--- config.mk ---
export PLATFORM = sky130hd
export DESIGN_NAME = spwpl_ctrl
export DESIGN_NICKNAME = d
export VERILOG_FILES = /design/src/rtl/core/spwpl_pkg.sv /design/src/rtl/core/spwpl_ctrl.sv
export SDC_FILE = /design/constraint.sdc
export NUM_CORES = 1
export LEC_CHECK = 0
export ABC_AREA = 1
export BUFFER_PORTS_ARGS = -buffer_cell sky130_fd_sc_hd__buf_2
export CELL_PAD_IN_SITES_DETAIL_PLACEMENT = 0
export CELL_PAD_IN_SITES_GLOBAL_PLACEMENT = 1
export CORE_UTILIZATION = 23
export CTS_CLUSTER_DIAMETER = 50
export DETAILED_ROUTE_END_ITERATION = 6
export PLACE_DENSITY_LB_ADDON = 0.1
export SKIP_CTS_REPAIR_TIMING = 1
export SLEW_MARGIN = 30
export SYNTH_ARGS = -nofsm -noshare
export SYNTH_HDL_FRONTEND = slang
export SYNTH_SLANG_ARGS = --single-unit
export TNS_END_PERCENT = 1
--- constraint.sdc ---
create_clock -name clk -period 1.2 [get_ports clk]
set_input_delay 0.06 -clock clk [delete_from_list [all_inputs] [get_ports clk]]
set_output_delay 0.06 -clock clk [all_outputs]
set_load 0.05 [all_outputs]
--- src/rtl/core/spwpl_pkg.sv ---
// Shared types and constants of the single-pass window pixel labeler.
`default_nettype none
package spwpl_pkg;

  localparam int unsigned CFG_IDX_W  = 3;
  localparam int unsigned CFG_DATA_W = 11;
  localparam int unsigned DIM_W      = 11;
  localparam int unsigned RAD_W      = 2;
  localparam int unsigned LABEL_W    = 8;

  localparam logic [CFG_IDX_W-1:0] REG_IMAGE_WIDTH  = 3'd0;
  localparam logic [CFG_IDX_W-1:0] REG_IMAGE_HEIGHT = 3'd1;
  localparam logic [CFG_IDX_W-1:0] REG_WINDOW_RADIUS = 3'd2;
  localparam logic [CFG_IDX_W-1:0] REG_FG_IS_WHITE  = 3'd3;
  localparam logic [CFG_IDX_W-1:0] REG_COUNT_LIMIT  = 3'd4;

  localparam logic CMD_PIXEL = 1'b0;
  localparam logic CMD_FLUSH = 1'b1;

  localparam logic [LABEL_W-1:0] LABEL_MAX = 8'd254;

  typedef struct packed {
    logic cmd;
    logic frame_start;
    logic pixel_bit;
  } in_t;

  typedef struct packed {
    logic [LABEL_W-1:0] pixel_label;
    logic [LABEL_W-1:0] segment_count;
    logic               frame_last;
  } out_t;

  typedef enum logic [2:0] {
    S_IDLE,
    S_CHECK,
    S_CWAIT,
    S_SCAN,
    S_SWAIT,
    S_DECIDE,
    S_FIN
  } state_t;

  typedef struct packed {
    logic take;
    logic ctr_read;
    logic scan_init;
    logic scan_step;
    logic mark_any;
    logic set_label;
    logic set_new;
    logic set_zero;
    logic finish;
  } ctrl_cmd_t;

  typedef struct packed {
    logic emit_ok;
    logic center_fg;
    logic nb_skip;
    logic scan_last;
    logic nb_hit;
    logic any;
    logic out_free;
  } ctrl_sts_t;

endpackage
`default_nettype wire

--- src/rtl/core/spwpl_ctrl.sv ---
// Controller state machine: sequences intake, window scan and result hand-off.
`default_nettype none
module spwpl_ctrl import spwpl_pkg::*; (
  input  wire logic      clk,
  input  wire logic      rst_n,
  input  wire logic      in_valid,
  output logic           in_ready,
  input  wire ctrl_sts_t sts,
  output ctrl_cmd_t      cmd
);

  state_t state_r, state_nxt;

  always_ff @(posedge clk) begin
    if (!rst_n) begin
      state_r <= S_IDLE;
    end else begin
      state_r <= state_nxt;
    end
  end

  always_comb begin
    state_nxt = state_r;
    unique case (state_r)
      S_IDLE:   if (in_valid) state_nxt = S_CHECK;
      S_CHECK:  state_nxt = sts.emit_ok ? S_CWAIT : S_IDLE;
      S_CWAIT:  state_nxt = sts.center_fg ? S_SCAN : S_FIN;
      S_SCAN: begin
        if (!sts.nb_skip) begin
          state_nxt = S_SWAIT;
        end else if (sts.scan_last) begin
          state_nxt = S_DECIDE;
        end
      end
      S_SWAIT: begin
        if (sts.nb_hit) begin
          state_nxt = S_FIN;
        end else if (sts.scan_last) begin
          state_nxt = S_DECIDE;
        end else begin
          state_nxt = S_SCAN;
        end
      end
      S_DECIDE: state_nxt = S_FIN;
      S_FIN:    if (sts.out_free) state_nxt = S_IDLE;
      default:  state_nxt = S_IDLE;
    endcase
  end

  always_comb begin
    cmd      = '0;
    in_ready = 1'b0;
    unique case (state_r)
      S_IDLE: begin
        in_ready = 1'b1;
        cmd.take = in_valid;
      end
      S_CHECK:  cmd.ctr_read = sts.emit_ok;
      S_CWAIT: begin
        cmd.scan_init = sts.center_fg;
        cmd.set_zero  = !sts.center_fg;
      end
      S_SCAN:   cmd.scan_step = sts.nb_skip;
      S_SWAIT: begin
        cmd.set_label = sts.nb_hit;
        cmd.scan_step = !sts.nb_hit;
        cmd.mark_any  = !sts.nb_hit;
      end
      S_DECIDE: begin
        cmd.set_new  = sts.any;
        cmd.set_zero = !sts.any;
      end
      S_FIN:    cmd.finish = sts.out_free;
      default:  cmd = '0;
    endcase
  end

endmodule
`default_nettype wire

Yosys cells after proc, flatten, opt, wreduce, memory -nomap -nowiden
Index checks and enable logic that the tools add are counted.

word-level totals
  register bits after elaboration = 3
  bits of input ports = 10

cells by class
  muxes and demuxes = 18
  eq/ne operators = 9
  reduce and logical (&&, ||, !) cells = 5

operators with widths
  cell                number
  $mux 3              7
  $pmux 3 s7          1
  $eq 3x3->1 const B  3
  $eq 3x2->1 const B  2
  $mux 1              6
  $mux 2              2
  $ne 2x2->1 const B  2
  $pmux 1 s2          2
  $eq 3x1->1 const B  1
  $logic_not 1->1     3
  $logic_not 3->1     1
  $ne 3x3->1 const B  1
  $reduce_and 3->1    1

Depth between registers and ports, before layout
  word-level depth = 3
  mapped depth = 8

Least setup slack after synthesis
Ideal clock, no wire load.

  kind = register to output
  from = register state_r[0]
  to = output port cmd[3] (netlist bit)
  data arrival time = 2.016 ns
  stages on the path, launching flop included = 3
  path slack = -0.876 ns
  path through = dfxtp_1 > buf_4 > nor4_1

RTL lines
  element                   RTL line          source
  start: declaration        spwpl_ctrl.sv:12  state_t state_r, state_nxt;
  start signal: assignment  spwpl_ctrl.sv:18  state_r <= state_nxt;
  end: declaration          spwpl_ctrl.sv:9   output ctrl_cmd_t cmd

==> qor.yml <==
status: "complete, but fails checks"
violations: "setup timing"
yosysWarnings: 0
start_util: 0.2473
worstHoldPathType: "input pin to register"
period_needed_ps: 1239
start_kind: "register"
synth_area_leaders: "dfxtp_1, nand2_1, nor2_1"
multi_input_area_um2: 249.0
port_buffers: 19
synthTopCellsByCount: "nand2_1, nor2_1, inv_1"
crit_type: "register to primary output"
final_layout_size_suffix_gt1_frac: 0.4944
power_leakage_nw: 0.3285
synth.distinct_cells: 15
synth_area_per_cell_um2: 5.297
synth_edf_count: 0
grt_pass1_vias: 370
clock_sinks: 3
grt_max_degree: 11
regArea_um2: 71.32
ys_async_sr_fraction: 0
cts_root_buf: "clkbuf_4"
dieArea_um2: 1534
fmax_mhz: 807.3
finClkSkew_ps: 2.289
synth_top_area_frac: 0.1890
io_pins: 20
finalNonFillerCells: 104
cp-end-kind: "primary output"
setup_viol: 5
total_power_w: 0.0007199
reg_top3: "state_r: 3 flops"
avgViaCountPerCell: 4.462
nets: 100
critPathArrivalTime_ps: 1180
core_area_um2: 1285
syn_area_um2: 317.8
die_w_um: 39.17
worst_pin_slew_ps: 203.4
hold_violations: 0
ys_seq_area_frac: 0.1890
first_pass_iters: 2
cts_tree: "built"
drtIter0Drc: 8
rows: 13
synth-seq-cells: 3
syn-num-nets: 70
vias: 464
layout_setup_ws_ps: -38.69
post-route-period-util: 1.032
syn2layout_area_growth_pct: 96.85
largest_register: "state_r"
clk_latency_ps: 230
slew_headroom: 0.8634
grt_overflow: 0
worstPathMaxFanout: 9
irDropWorstVdd_mv: 0.4289
synth_ff_type: "dfxtp_1"
diodes: 0
dpl.cell_count: 99
fp.dieH_um: 39.17
rsz0062_at_grt: "true"
fin_util: 0.4869
largest_reg_flops: 3
clk_path_buf_depth: 2
antenna_found_initial: 0
grtUsageTotal: 0.1342
drc: 0
dp_hpwl_um: 753
syn_inst: 60
grt_pass1_wl_mm: 1.400
power.density_nw_per_um2: 1151
synth_top_area_cell: "dfxtp_1"
clkTransAtPathRegs_ps: 40
h-tree-depth: 1
whs_ps: 81.72
num-fill-cells: 137
cts_buffers: 3
max_cap_violations: 0
pre_cts_slack_ps: 8.819
worstPathRequired_ps: 1140
slew_viol_final: 0
wl_per_cell_um: 9.212
wirelength_um: 958
ant_nets: 0
place_congestion: 0.7962
-- report_power, final --
group          total (W)  switching, W  internal (W)
sequential      0.000169     0.0000500      0.000119
combinational   0.000378      0.000228      0.000151
clock           0.000173     0.0000486      0.000124
total           0.000720      0.000326      0.000394
-- per-stage QoR --
step,area (um^2),setup TNS [ps]
after floorplan,329.1,-1210
after global placement,476.7,-20.67
after detailed placement,476.7,0
after CTS,503.0,-1792
after global routing,625.6,-431.6
final,625.6,-57.98
-- cell usage in the layout, fill, tap and decap left out --
cell      instances
a21oi_1           2
buf_2             9
buf_4            10
buf_6             8
clkbuf_1          1
clkbuf_4          3
dfxtp_4           3
inv_1            11
inv_6             1
nand2_1          10
nand2_2           3
nand3_1           5
nand4_1           1
nor2_1            8
nor2_2            2
nor2_4            3
nor3_2            1
nor4_4            1
o211ai_1          3
o21ai_0           2
o21ai_1           1
o22ai_1           1
-- worst max-delay path, cell delays in order (launching register included) --
cell and delay [ps]:
dfxtp_4 390, nor2_4 120, nand2_2 70, o22ai_1 150
buf_4 220
-- layer usage --
metal  part of all wire  GRT usage  routed length (um)  up-vias
met4                  0    0.02586                   0        0
met3              0.032    0.05202                  31        0
met5                  0          0                   0        -
li1                   -          -                   -      248
met2               0.49     0.2125                 465       13
met1               0.48     0.1706                 461      203
-- worst paths after layout --
path	start	endpoint	slack [ps]	cells past startpoint
max	state_r[0]	cmd[1]	-40	4
min	rst_n	state_r[1]	80	3
max reg2reg	state_r[0]	state_r[0]	90	7
min reg2reg	state_r[1]	state_r[2]	680	4
-- cell families (layout without fill, tap and decap cells) --
group / count (synthesis) / count (layout) / synth area share
compound gates: 9 / 9 / 0.1693
buf+inv: 14 / 43 / 0.2008
flops: 3 / 3 / 0.1890
simple gates: 34 / 34 / 0.4410
-- layout make-up --
type,count,area share
multi-input combinational,43,0.3980
timing repair buffer,27,0.3360
clock buffer,4,0.04200
sequential,3,0.1140
inverter,12,0.08000
tap,15,0.03000
(Power assumes the default switching activity.)
